[src/hdl/md5_pkg.sv]
// ----------------------------------------------------------------------------
// md5_pkg
// Shared types, constants and round tables for the MD5 digest block.
// ----------------------------------------------------------------------------
package md5_pkg;

    // Initial chaining vector
    localparam logic [31:0] IV_A = 32'h67452301;
    localparam logic [31:0] IV_B = 32'hefcdab89;
    localparam logic [31:0] IV_C = 32'h98badcfe;
    localparam logic [31:0] IV_D = 32'h10325476;

    localparam logic [7:0] PAD_BYTE    = 8'h80;
    localparam logic [5:0] LENGTH_LANE = 6'd56;
    localparam logic [3:0] LEN_WORD_LO = 4'd14;
    localparam logic [3:0] LEN_WORD_HI = 4'd15;

    // Source of the byte written into the block store
    typedef enum logic [1:0] {
        BSEL_DATA = 2'd0,
        BSEL_PAD  = 2'd1,
        BSEL_ZERO = 2'd2
    } byte_sel_t;

    // Commands from the controller to the datapath
    typedef struct packed {
        logic      wr_byte;
        byte_sel_t byte_sel;
        logic      count_bits;
        logic      wr_length;
        logic      load_work;
        logic      round_a;
        logic      round_b;
        logic      chain_add;
        logic      next_word;
        logic      msg_done;
    } cmd_t;

    // Status from the datapath to the controller
    typedef struct packed {
        logic lane_wrap;    // next byte lane is the last of the block
        logic at_length;    // next byte lane is where the length goes
        logic round_last;   // round counter at 63
        logic word_last;    // digest word D is on the output
    } status_t;

    // Sine-derived additive constants
    function automatic logic [31:0] sine_const(input logic [5:0] i);
        logic [31:0] k;
        case (i)
            6'd0:  k = 32'hd76aa478;
            6'd1:  k = 32'he8c7b756;
            6'd2:  k = 32'h242070db;
            6'd3:  k = 32'hc1bdceee;
            6'd4:  k = 32'hf57c0faf;
            6'd5:  k = 32'h4787c62a;
            6'd6:  k = 32'ha8304613;
            6'd7:  k = 32'hfd469501;
            6'd8:  k = 32'h698098d8;
            6'd9:  k = 32'h8b44f7af;
            6'd10: k = 32'hffff5bb1;
            6'd11: k = 32'h895cd7be;
            6'd12: k = 32'h6b901122;
            6'd13: k = 32'hfd987193;
            6'd14: k = 32'ha679438e;
            6'd15: k = 32'h49b40821;
            6'd16: k = 32'hf61e2562;
            6'd17: k = 32'hc040b340;
            6'd18: k = 32'h265e5a51;
            6'd19: k = 32'he9b6c7aa;
            6'd20: k = 32'hd62f105d;
            6'd21: k = 32'h02441453;
            6'd22: k = 32'hd8a1e681;
            6'd23: k = 32'he7d3fbc8;
            6'd24: k = 32'h21e1cde6;
            6'd25: k = 32'hc33707d6;
            6'd26: k = 32'hf4d50d87;
            6'd27: k = 32'h455a14ed;
            6'd28: k = 32'ha9e3e905;
            6'd29: k = 32'hfcefa3f8;
            6'd30: k = 32'h676f02d9;
            6'd31: k = 32'h8d2a4c8a;
            6'd32: k = 32'hfffa3942;
            6'd33: k = 32'h8771f681;
            6'd34: k = 32'h6d9d6122;
            6'd35: k = 32'hfde5380c;
            6'd36: k = 32'ha4beea44;
            6'd37: k = 32'h4bdecfa9;
            6'd38: k = 32'hf6bb4b60;
            6'd39: k = 32'hbebfbc70;
            6'd40: k = 32'h289b7ec6;
            6'd41: k = 32'heaa127fa;
            6'd42: k = 32'hd4ef3085;
            6'd43: k = 32'h04881d05;
            6'd44: k = 32'hd9d4d039;
            6'd45: k = 32'he6db99e5;
            6'd46: k = 32'h1fa27cf8;
            6'd47: k = 32'hc4ac5665;
            6'd48: k = 32'hf4292244;
            6'd49: k = 32'h432aff97;
            6'd50: k = 32'hab9423a7;
            6'd51: k = 32'hfc93a039;
            6'd52: k = 32'h655b59c3;
            6'd53: k = 32'h8f0ccc92;
            6'd54: k = 32'hffeff47d;
            6'd55: k = 32'h85845dd1;
            6'd56: k = 32'h6fa87e4f;
            6'd57: k = 32'hfe2ce6e0;
            6'd58: k = 32'ha3014314;
            6'd59: k = 32'h4e0811a1;
            6'd60: k = 32'hf7537e82;
            6'd61: k = 32'hbd3af235;
            6'd62: k = 32'h2ad7d2bb;
            6'd63: k = 32'heb86d391;
            default: k = 32'h0;
        endcase
        return k;
    endfunction

    // Per-round left rotate amount
    function automatic logic [4:0] rot_amount(input logic [5:0] i);
        logic [4:0] s;
        case ({i[5:4], i[1:0]})
            4'd0:  s = 5'd7;
            4'd1:  s = 5'd12;
            4'd2:  s = 5'd17;
            4'd3:  s = 5'd22;
            4'd4:  s = 5'd5;
            4'd5:  s = 5'd9;
            4'd6:  s = 5'd14;
            4'd7:  s = 5'd20;
            4'd8:  s = 5'd4;
            4'd9:  s = 5'd11;
            4'd10: s = 5'd16;
            4'd11: s = 5'd23;
            4'd12: s = 5'd6;
            4'd13: s = 5'd10;
            4'd14: s = 5'd15;
            4'd15: s = 5'd21;
            default: s = 5'd0;
        endcase
        return s;
    endfunction

    // Message word used in round i
    function automatic logic [3:0] msg_index(input logic [5:0] i);
        logic [9:0] w;
        case (i[5:4])
            2'd0:    w = {4'd0, i};
            2'd1:    w = 10'd5 * {4'd0, i} + 10'd1;
            2'd2:    w = 10'd3 * {4'd0, i} + 10'd5;
            default: w = 10'd7 * {4'd0, i};
        endcase
        return w[3:0];
    endfunction

endpackage

[src/hdl/md5_datapath.sv]
// ----------------------------------------------------------------------------
// md5_datapath
// Block store, byte lane and bit counters, round unit, chaining words and
// digest output select.
// ----------------------------------------------------------------------------
module md5_datapath
(
    input  logic             clk,
    input  logic             rst_n,
    input  md5_pkg::cmd_t    cmd,
    output md5_pkg::status_t status,
    input  logic [7:0]       data_byte,
    output logic [31:0]      digest_word,
    output logic [1:0]       word_index,
    output logic             last_word
);

    logic [31:0] block_reg [16];
    logic [31:0] chain_reg [4];
    logic [31:0] work_reg  [4];
    logic [31:0] t_reg;
    logic [63:0] bit_count_reg;
    logic [5:0]  offset_reg;
    logic [5:0]  round_reg;
    logic [1:0]  word_idx_reg;

    logic [7:0]  byte_val;
    logic [31:0] t_next;
    logic [31:0] f_val;
    logic [31:0] sum_val;
    logic [63:0] rot_dbl;
    logic [31:0] b_next;

    // Byte source select
    always_comb
    begin
        case (cmd.byte_sel)
            md5_pkg::BSEL_DATA: byte_val = data_byte;
            md5_pkg::BSEL_PAD:  byte_val = md5_pkg::PAD_BYTE;
            default:            byte_val = 8'h00;
        endcase
    end

    // Block store, little-endian byte lanes
    always_ff @(posedge clk)
    begin
        if (cmd.wr_byte)
        begin
            block_reg[offset_reg[5:2]][{offset_reg[1:0], 3'b000} +: 8] <= byte_val;
        end
        else if (cmd.wr_length)
        begin
            block_reg[md5_pkg::LEN_WORD_LO] <= bit_count_reg[31:0];
            block_reg[md5_pkg::LEN_WORD_HI] <= bit_count_reg[63:32];
        end
    end

    // Byte lane and message bit count
    always_ff @(posedge clk or negedge rst_n)
    begin
        if (!rst_n)
        begin
            offset_reg    <= '0;
            bit_count_reg <= '0;
        end
        else
        begin
            if (cmd.wr_byte)
            begin
                offset_reg <= offset_reg + 6'd1;
            end
            else if (cmd.wr_length || cmd.msg_done)
            begin
                offset_reg <= '0;
            end
            if (cmd.msg_done)
            begin
                bit_count_reg <= '0;
            end
            else if (cmd.count_bits)
            begin
                bit_count_reg <= bit_count_reg + 64'd8;
            end
        end
    end

    // Round, first half: a + K + M[g]
    assign t_next = work_reg[0] + md5_pkg::sine_const(round_reg)
                  + block_reg[md5_pkg::msg_index(round_reg)];

    // Round, second half: nonlinear function, rotate, add b
    always_comb
    begin
        case (round_reg[5:4])
            2'd0:    f_val = (work_reg[1] & work_reg[2]) | (~work_reg[1] & work_reg[3]);
            2'd1:    f_val = (work_reg[3] & work_reg[1]) | (~work_reg[3] & work_reg[2]);
            2'd2:    f_val = work_reg[1] ^ work_reg[2] ^ work_reg[3];
            default: f_val = work_reg[2] ^ (work_reg[1] | ~work_reg[3]);
        endcase
    end

    assign sum_val = t_reg + f_val;
    assign rot_dbl = {sum_val, sum_val} << md5_pkg::rot_amount(round_reg);
    assign b_next  = work_reg[1] + rot_dbl[63:32];

    // Working registers and partial sum
    always_ff @(posedge clk)
    begin
        if (cmd.load_work)
        begin
            work_reg <= chain_reg;
        end
        else if (cmd.round_b)
        begin
            work_reg[0] <= work_reg[3];
            work_reg[1] <= b_next;
            work_reg[2] <= work_reg[1];
            work_reg[3] <= work_reg[2];
        end
        if (cmd.round_a)
        begin
            t_reg <= t_next;
        end
    end

    // Round counter
    always_ff @(posedge clk or negedge rst_n)
    begin
        if (!rst_n)
        begin
            round_reg <= '0;
        end
        else if (cmd.round_b)
        begin
            round_reg <= round_reg + 6'd1;
        end
    end

    // Chaining words
    always_ff @(posedge clk or negedge rst_n)
    begin
        if (!rst_n)
        begin
            chain_reg[0] <= md5_pkg::IV_A;
            chain_reg[1] <= md5_pkg::IV_B;
            chain_reg[2] <= md5_pkg::IV_C;
            chain_reg[3] <= md5_pkg::IV_D;
        end
        else if (cmd.msg_done)
        begin
            chain_reg[0] <= md5_pkg::IV_A;
            chain_reg[1] <= md5_pkg::IV_B;
            chain_reg[2] <= md5_pkg::IV_C;
            chain_reg[3] <= md5_pkg::IV_D;
        end
        else if (cmd.chain_add)
        begin
            for (int k = 0; k < 4; k++)
            begin
                chain_reg[k] <= chain_reg[k] + work_reg[k];
            end
        end
    end

    // Output word counter
    always_ff @(posedge clk or negedge rst_n)
    begin
        if (!rst_n)
        begin
            word_idx_reg <= '0;
        end
        else if (cmd.next_word)
        begin
            word_idx_reg <= word_idx_reg + 2'd1;
        end
    end

    assign digest_word = chain_reg[word_idx_reg];
    assign word_index  = word_idx_reg;
    assign last_word   = &word_idx_reg;

    // Status back to the controller
    assign status.lane_wrap  = &offset_reg;
    assign status.at_length  = (offset_reg == md5_pkg::LENGTH_LANE);
    assign status.round_last = &round_reg;
    assign status.word_last  = &word_idx_reg;

endmodule

[src/hdl/md5_ctrl.sv]
// ----------------------------------------------------------------------------
// md5_ctrl
// Sequencer: byte intake, padding, length insertion, the round loop and
// digest word hand-off.
// ----------------------------------------------------------------------------
module md5_ctrl
(
    input  logic             clk,
    input  logic             rst_n,
    input  logic             in_valid,
    output logic             in_ready,
    input  logic             has_byte,
    input  logic             is_last,
    output logic             out_valid,
    input  logic             out_ready,
    output md5_pkg::cmd_t    cmd,
    input  md5_pkg::status_t status
);

    typedef enum logic [7:0] {
        S_IDLE  = 8'b0000_0001,
        S_PAD   = 8'b0000_0010,
        S_ZERO  = 8'b0000_0100,
        S_LOAD  = 8'b0000_1000,
        S_RND_A = 8'b0001_0000,
        S_RND_B = 8'b0010_0000,
        S_FOLD  = 8'b0100_0000,
        S_EMIT  = 8'b1000_0000
    } state_t;

    // Where to go once a block compression finishes
    typedef enum logic [1:0] {
        RET_IDLE = 2'd0,
        RET_PAD  = 2'd1,
        RET_ZERO = 2'd2,
        RET_EMIT = 2'd3
    } resume_t;

    state_t  state_reg,  state_next;
    resume_t resume_reg, resume_next;

    always_ff @(posedge clk or negedge rst_n)
    begin
        if (!rst_n)
        begin
            state_reg  <= S_IDLE;
            resume_reg <= RET_IDLE;
        end
        else
        begin
            state_reg  <= state_next;
            resume_reg <= resume_next;
        end
    end

    assign in_ready  = (state_reg == S_IDLE);
    assign out_valid = (state_reg == S_EMIT);

    // Next state and commands
    always_comb
    begin
        state_next  = state_reg;
        resume_next = resume_reg;
        cmd         = '0;
        cmd.byte_sel = md5_pkg::BSEL_DATA;
        case (state_reg)
            S_IDLE:
            begin
                if (in_valid)
                begin
                    if (has_byte)
                    begin
                        cmd.wr_byte    = 1'b1;
                        cmd.count_bits = 1'b1;
                    end
                    if (has_byte && status.lane_wrap)
                    begin
                        resume_next = is_last ? RET_PAD : RET_IDLE;
                        state_next  = S_LOAD;
                    end
                    else if (is_last)
                    begin
                        state_next = S_PAD;
                    end
                end
            end
            S_PAD:
            begin
                cmd.wr_byte  = 1'b1;
                cmd.byte_sel = md5_pkg::BSEL_PAD;
                if (status.lane_wrap)
                begin
                    resume_next = RET_ZERO;
                    state_next  = S_LOAD;
                end
                else
                begin
                    state_next = S_ZERO;
                end
            end
            S_ZERO:
            begin
                if (status.at_length)
                begin
                    cmd.wr_length = 1'b1;
                    resume_next   = RET_EMIT;
                    state_next    = S_LOAD;
                end
                else
                begin
                    cmd.wr_byte  = 1'b1;
                    cmd.byte_sel = md5_pkg::BSEL_ZERO;
                    if (status.lane_wrap)
                    begin
                        resume_next = RET_ZERO;
                        state_next  = S_LOAD;
                    end
                end
            end
            S_LOAD:
            begin
                cmd.load_work = 1'b1;
                state_next    = S_RND_A;
            end
            S_RND_A:
            begin
                cmd.round_a = 1'b1;
                state_next  = S_RND_B;
            end
            S_RND_B:
            begin
                cmd.round_b = 1'b1;
                state_next  = status.round_last ? S_FOLD : S_RND_A;
            end
            S_FOLD:
            begin
                cmd.chain_add = 1'b1;
                case (resume_reg)
                    RET_IDLE: state_next = S_IDLE;
                    RET_PAD:  state_next = S_PAD;
                    RET_ZERO: state_next = S_ZERO;
                    RET_EMIT: state_next = S_EMIT;
                    default:  state_next = S_IDLE;
                endcase
            end
            S_EMIT:
            begin
                if (out_ready)
                begin
                    cmd.next_word = 1'b1;
                    if (status.word_last)
                    begin
                        cmd.msg_done = 1'b1;
                        state_next   = S_IDLE;
                    end
                end
            end
            default:
            begin
                state_next = S_IDLE;
            end
        endcase
    end

endmodule

[src/hdl/md5_message_digest.sv]
// ----------------------------------------------------------------------------
// md5_message_digest
// MD5 digest of a byte stream, one byte per input word, four 32-bit digest
// words out per message.
// ----------------------------------------------------------------------------
//
//  Channel | Handshake             | Payload
//  --------+-----------------------+-------------------------------------
//  in      | in_valid / in_ready   | data_byte[7:0], has_byte, is_last
//  out     | out_valid / out_ready | digest_word[31:0], word_index[1:0],
//          |                       | last_word
//
//  A byte word that does not fill a block is written and intake stays ready;
//  one that fills it starts a compression: a load, 64 rounds of a first and
//  second half each, then a fold. An end word adds a pad byte, zero bytes up
//  to lane 56, the length, one or two compressions, then four output words.
//  No input is taken while a block compresses or the digest is handed out;
//  out_ready low holds the current word. Reset loads the initial vector.
//
module md5_message_digest
(
    input  logic        clk,
    input  logic        rst_n,
    input  logic        in_valid,
    output logic        in_ready,
    input  logic [7:0]  data_byte,
    input  logic        has_byte,
    input  logic        is_last,
    output logic        out_valid,
    input  logic        out_ready,
    output logic [31:0] digest_word,
    output logic [1:0]  word_index,
    output logic        last_word
);

    md5_pkg::cmd_t    cmd;
    md5_pkg::status_t status;

    md5_ctrl u_ctrl
    (
        .clk       (clk),
        .rst_n     (rst_n),
        .in_valid  (in_valid),
        .in_ready  (in_ready),
        .has_byte  (has_byte),
        .is_last   (is_last),
        .out_valid (out_valid),
        .out_ready (out_ready),
        .cmd       (cmd),
        .status    (status)
    );

    md5_datapath u_datapath
    (
        .clk         (clk),
        .rst_n       (rst_n),
        .cmd         (cmd),
        .status      (status),
        .data_byte   (data_byte),
        .digest_word (digest_word),
        .word_index  (word_index),
        .last_word   (last_word)
    );

    // Intake and digest hand-off never overlap
    assert property (@(posedge clk) disable iff (!rst_n)
        !(in_ready && out_valid))
    else $error("input ready while digest word pending");

    // An end word always leads to padding work, never straight back to ready
    assert property (@(posedge clk) disable iff (!rst_n)
        in_valid && in_ready && is_last |=> !in_ready)
    else $error("end word did not start padding");

    // Digest words come out in order A, B, C, D
    assert property (@(posedge clk) disable iff (!rst_n)
        out_valid && out_ready && !last_word |=>
            out_valid && (word_index == $past(word_index) + 2'd1))
    else $error("digest word order broken");

    // After word D the block is ready for the next message
    assert property (@(posedge clk) disable iff (!rst_n)
        out_valid && out_ready && last_word |=> in_ready && !out_valid)
    else $error("not ready after final digest word");

endmodule
[config.mk]
export PLATFORM = sky130hd
export DESIGN_NAME = md5_message_digest
export DESIGN_NICKNAME = d
export VERILOG_FILES = /design/src/hdl/md5_pkg.sv /design/src/hdl/md5_datapath.sv /design/src/hdl/md5_ctrl.sv /design/src/hdl/md5_message_digest.sv
export SDC_FILE = /design/constraint.sdc
export NUM_CORES = 2
export LEC_CHECK = 0
export ABC_AREA = 0
export BUFFER_PORTS_ARGS = -buffer_cell sky130_fd_sc_hd__buf_4
export CAP_MARGIN = 20
export CORE_MARGIN = 4
export CORE_UTILIZATION = 30
export CTS_CLUSTER_DIAMETER = 40
export DETAILED_ROUTE_END_ITERATION = 16
export PLACE_DENSITY_LB_ADDON = 0.15
export SLEW_MARGIN = 20
export SYNTH_ARGS = -nofsm -noshare
export SYNTH_HDL_FRONTEND = slang
export SYNTH_HIERARCHICAL = 1
export SYNTH_SLANG_ARGS = --single-unit
[constraint.sdc]
create_clock -name clk -period 7.8 [get_ports clk]
set_clock_uncertainty 0.15 [all_clocks]
set_input_delay 0.78 -clock clk [delete_from_list [all_inputs] [get_ports clk]]
set_output_delay 0.78 -clock clk [all_outputs]
set_load 0.03 [all_outputs]
After elaboration in Yosys (flattened, before gate mapping):

Memories as Yosys holds them, arrays and structs flattened.
Index checks and enable logic that the tools add are counted.
Widths: inputs -> output; s select.

* add/subtract/negate cells: 15
* $mul: 3
* div/mod/pow operators: 0
* $lt $le $gt $ge: 1
* equal/unequal tests: 21
* shift-type cells: 3
* multiplexer cells: 54
* bitwise gates (word level): 13
* reductions and logical operators: 16

Operators with widths (number)
* $mux 128: 4
* $add 32x32->32: 8
* $mux 32: 5
* $and 32x32->32: 4
* $mux 64: 2
* $or 32x32->32: 3
* $pmux 32 s3: 1
* $xor 32x32->32: 3
* $add 64x4->64 const B: 1
* $bmux 32 s2: 1
* $not 32->32: 2
* $pmux 8 s8: 1
* $shl 64x5->64: 1
* $mux 8: 7
* $pmux 8 s4: 1
* $reduce_or 32->1: 1
* $shift 8x7->32 const A: 1
* $shiftx 8x7->32: 1
* $pmux 8 s2: 1
* $mux 1: 15
* $add 6x1->6 const B: 2
* $mul 3x6->4 const A: 2
* $mux 2: 6
* $mux 6: 2
* other kinds (38): 51

* register bits: 376
* bits in latches: 0
* RAM bits: 512
* bits in read-only memories: 2128
* input bits: 14
* word-level logic and storage cells: 144
* memories kept: 3

Memories
* (name not given): words 64, width 32, read ports 1, clocked after memory_dff 0, wr ports 0, line md5_pkg.sv:50 `case (i)`
* u_datapath.block_reg: words 16, width 32, read ports 1, clocked after memory_dff 0, wr ports 2, line md5_datapath.sv:18 `logic [31:0] block_reg [16];`
* (name not given): words 16, width 5, read ports 1, clocked after memory_dff 0, wr ports 0, line md5_pkg.sv:123 `case ({i[5:4], i[1:0]})`

Depth between registers and ports, before layout:

* word-level depth: 9
* mapped depth: 35

Modules after synthesis:

The synthesis kept the hierarchy.

Modules (own cells, without submodules)
* md5_datapath: instances 1, cells an instance 5114, area an instance 55428.2 sq um, seq. area each 25339.3 sq um
* md5_ctrl: instances 1, cells an instance 83, area an instance 747.0 sq um, seq. area each 251.5 sq um

Least setup slack after synthesis:

No wires, ideal clock.

* kind: reg-to-reg
* from: register u_datapath.round_reg[4]
* to: register u_datapath/work_reg[95] (netlist name) (data pin)
* setup time: 0.138 ns
* data arrival time: 7.807 ns
* path slack: -0.295 ns
* stages on the path, launching flop included: 34
* cell sequence: dfrtp_1 -> buf_2 -> clkbuf_1 -> clkbuf_1 -> buf_2 -> buf_1 -> clkbuf_1 -> nand2_1 -> o21ai_0 -> a31oi_1 -> ha_1 -> a211oi_2 -> o211ai_1 -> a2111o_1 -> nand3_2 -> a21oi_2 -> or4b_4 -> a41oi_2 -> a221oi_1 -> or3_1 -> o21ai_1 -> mux2i_1 -> ha_1 -> a211oi_1 -> nor2_1 -> a311o_1 -> a2111oi_2 -> o31ai_1 -> a31oi_1 -> o2111ai_1 -> a41oi_2 -> nand3b_1 -> a211o_1 -> nand4_1

* longest elaborated chain between the ends: 7
* elaborated cells on any way between the ends: 10
* those cells by class: 2 x add/sub; 2 x eq/ne; 1 x shift; 3 x mux; 1 x reduce/logical; 1 x memory

Ends and longest elaborated chain
* start: declaration: line md5_datapath.sv:24 `logic [5:0] round_reg;`
* start signal: assignment: line md5_datapath.sv:135 `round_reg <= round_reg + 6'd1;`
* $eq 2x2->1 (tied with other cells): line md5_datapath.sv:94 `case (round_reg[5:4])`
* $pmux 32 s3: line md5_datapath.sv:94
* $add 32x32->32: line md5_datapath.sv:102 `assign sum_val = t_reg + f_val;`
* $shl 64x5->64 *: line md5_datapath.sv:103 `assign rot_dbl = {sum_val, sum_val} << md5_pkg::rot_amount(round_reg);`
* $add 32x32->32 *: line md5_datapath.sv:104 `assign b_next = work_reg[1] + rot_dbl[63:32];`
* $mux 128 *: line md5_datapath.sv:113 `else if (cmd.round_b)`
* $mux 128 *: line md5_datapath.sv:109 `if (cmd.load_work)`
* end signal: assignment: line md5_datapath.sv:111 `work_reg <= chain_reg;`
* end: declaration: line md5_datapath.sv:20 `logic [31:0] work_reg [4];`

Mark *: on every way between the ends. The rest lies on a longest branch, timed or not. The select of a mux whose other input is x is not followed.
A chain may end at the register's enable or synchronous reset.

Worst setup path after layout:

Same ends and word-level chain as after synthesis.

==> run metrics <==
number of design rule violations left after detail routing=0; total count of max-transition violations in the final report=0; worst-path maximum fanout=6; number of nets with antenna violations after detailed routing=0; final critical-path share of the clock period=a little over nine tenths; Max stage delay cell, worst path=sky130_fd_sc_hd__a2111o_1; final design area excluding fillers=around 0.067 mm²; Avg WL per Cell=23.7 µm; Final Core Density=36.3%; Rows=158; horizontal die dimension=441 µm; final net count=5811; wire length reported by the detailed router=192000 µm; clock tree from TritonCTS=built; Pwr Density=201 mW/mm²; crit path DAT=between 8 and 9 ns; drt first pass iters=6; vias post-DR=between 40000 and 50000; worst min path class=primary input to flop; layout overhead on the synthesized area=20.2%; Seq/Total Area, Yosys=45.6%; buffers added on ports=50; H-tree levels=4; clock transition at the registers of the reported paths=0.05 ns; Final GP Congestion=between 0.9 and 1; kind of end point of the critical path=flop; final hold violation count=0; leak pwr=roughly 25 nW; count of endpoints failing setup in the final report=0; initial DRC count=3202; distinct cell type count after synthesis=102; number of antenna violations at the first check in global routing=1; syn_area_per_cell=between 10 and 15 µm²; highest achievable clock rate=132 MHz; FF+latch count, synth=885; worst IR drop on VDD=0.219 mV; master cell of the clock root buffer=sky130_fd_sc_hd__clkbuf_16; post-route insts no fill=a little over 8000; Post-Syn Nets=5513; proportion of synthesized flip-flops having asynchronous set or reset=24.1%; maximum buffer depth of the clock tree=3; top flip-flop cell by instance count after synthesis=sky130_fd_sc_hd__edfxtp_1; CP Launch Type=flop; CTS Sinks=between 800 and 900; core outline area=0.186 mm²; flip-flop count of the largest register after layout=about 500; global-route wire length before repair=between 200000 and 300000 µm; Worst slew margin=23.6%; Detailed Place HPWL=about 140000 µm; die height=between 400 and 500 µm; vias in the first global route=42385; total power=13.6 mW; number of synthesized flops with an enable pin=672; initial core utilization=30.2%; clock period minus final worst setup slack=7.57 ns; worst-margin pin slew=between 1 and 1.5 ns; delay of the slowest critical-path stage=0.60 ns; layout cell share with drive strength beyond 1=22.2%; number of cells after detailed placement=7812; max-cap violations=0; most used cell, CP=sky130_fd_sc_hd__buf_4; total gr overflow=0; RSZ-0062 raised after global routing=true; area enclosed by the die boundary=~0.19 mm²; Yosys Warn Count=6; synthesized cell area=0.0562 mm²; number of top-level design ports=51; worst path required time=between 8 and 9 ns; setup TNS=0 ns; outcome=complete, no violations; Total Routing Usage GR=19.4%; area of placed instances=0.0616 mm²; start-to-end type of the worst setup path=flop to flop; synthesized netlist cell count=5197; Clock Latency Late Sink=0.79 ns; number of buffers created by CTS=151; routed via count divided by cell count=about 5.3; largest net degree at the start of global routing=approximately 140
-- cell type report --
cell class / instances / area (µm²)
repair buffers: 435 / 3460
multi-input cells: 3848 / 29300
well taps: 2480 / 3100
flip-flops and latches: 885 / 25600
inverters: 174 / 654
clock buffers: 182 / 4030
fillers: 18539 / 118000
clock inverters: 101 / 1310
diodes: 1 / 2.50
-- through the flow --
| stage | hold slack, ns | setup WS [ns] |
|---|---|---|
| finish | 0.176 | 0.227 |
| global route | 0.151 | -0.112 |
| detailed placement | 0.375 | -0.153 |
| global placement | 0.364 | -0.233 |
| floorplan | 0.327 | -0.0157 |
| CTS | 0.104 | 0.000981 |
-- timing repair --
action                                 4_1_cts  5_1_grt
endpoints found under the hold margin       49        0
hold buffers                                 1        0
setup endpoints to repair                    5       15
pin swaps                                    0       35
resized for setup                           10       90
buffers inserted                             0        8
-- synthesized netlist by cell type, drive strengths merged, types with 46 or more instances --
cell	n	area, µm²
clkbuf	205	769
buf	85	364
nor3	97	528
nand2	427	1600
nor2	478	1800
a21o	88	661
mux4	171	3850
mux2i	145	1450
o21ai	417	2100
xnor2	176	1540
mux2	139	1570
dfstp	65	1710
xor2	99	867
inv	173	649
a22o	46	403
ha	260	3250
a21oi	339	1720
nand3	112	571
a211oi	76	581
dfrtp	148	3700
a31oi	68	425
edfxtp	672	20200
-- power breakdown --
part           total [mW]  leakage, nW  switching (mW)  internal (mW)
Clock                6.96         2.55            2.50           4.46
Sequential           5.46         8.56          0.0670           5.39
Combinational        1.15         13.6           0.824          0.329
-- logic make-up after synthesis --
logic type,after synthesis,synth area share [%]
and+or+nand+nor,1452,12.0
AOI/OAI and AO/OA,1364,15.5
DFF,885,45.6
buffers and inverters,464,3.18
muxes,455,12.2
adders and majority gates,302,7.29
xor gates and xnor gates,275,4.29
-- final timing paths --
path,start,endpoint,slack [ns],cells after the start
max in group asynchronous,rst_n,u_datapath/chain_reg[16],5.84,3
min in group asynchronous,rst_n,u_datapath/bit_count_reg[34],0.42,2
worst min-delay path,is_last,u_ctrl/resume_reg[0],0.18,3
worst max register to register,u_datapath/round_reg[4],u_datapath/work_reg[95],0.23,31
worst min register to register,u_datapath/chain_reg[36],u_datapath/chain_reg[36],0.37,2
worst max-delay path,u_datapath/round_reg[4],u_datapath/work_reg[95],0.23,31
-- critical path, delay by kind of cell, from the launching register on --
| kind | cells | cell delay (ns) |
|---|---|---|
| AOI/OAI and AO/OA | 18 | 3.96 |
| adders and majority gates | 2 | 0.60 |
| buffers and inverters | 3 | 0.48 |
| DFF | 1 | 0.52 |
| muxes | 1 | 0.11 |
| and+or+nand+nor | 7 | 1.62 |
-- cells in the final DEF (no fill, tap or decap), drive strengths merged, types with 112 or more instances in the layout --
master,netlist,final
mux2i,145,145
nand2,427,427
xnor2,176,176
nand3,112,112
mux4,171,171
dfrtp,148,148
a21oi,339,339
clkbuf,205,182
ha,260,260
nor2,478,478
buf,85,434
edfxtp,672,672
mux2,139,139
inv,173,185
o21ai,417,417
-- routing by layer --
metal / part of all wire, % / global-route usage, % / up-vias
li1: - / - / 20212
met1: 45 / 26.7 / 21707
met2: 47 / 31.6 / 1101
met3: 4.3 / 2.69 / 298
met4: 3.2 / 6.16 / 0
met5: 0 / 0 / -
Power figures use the tool's default switching activity.
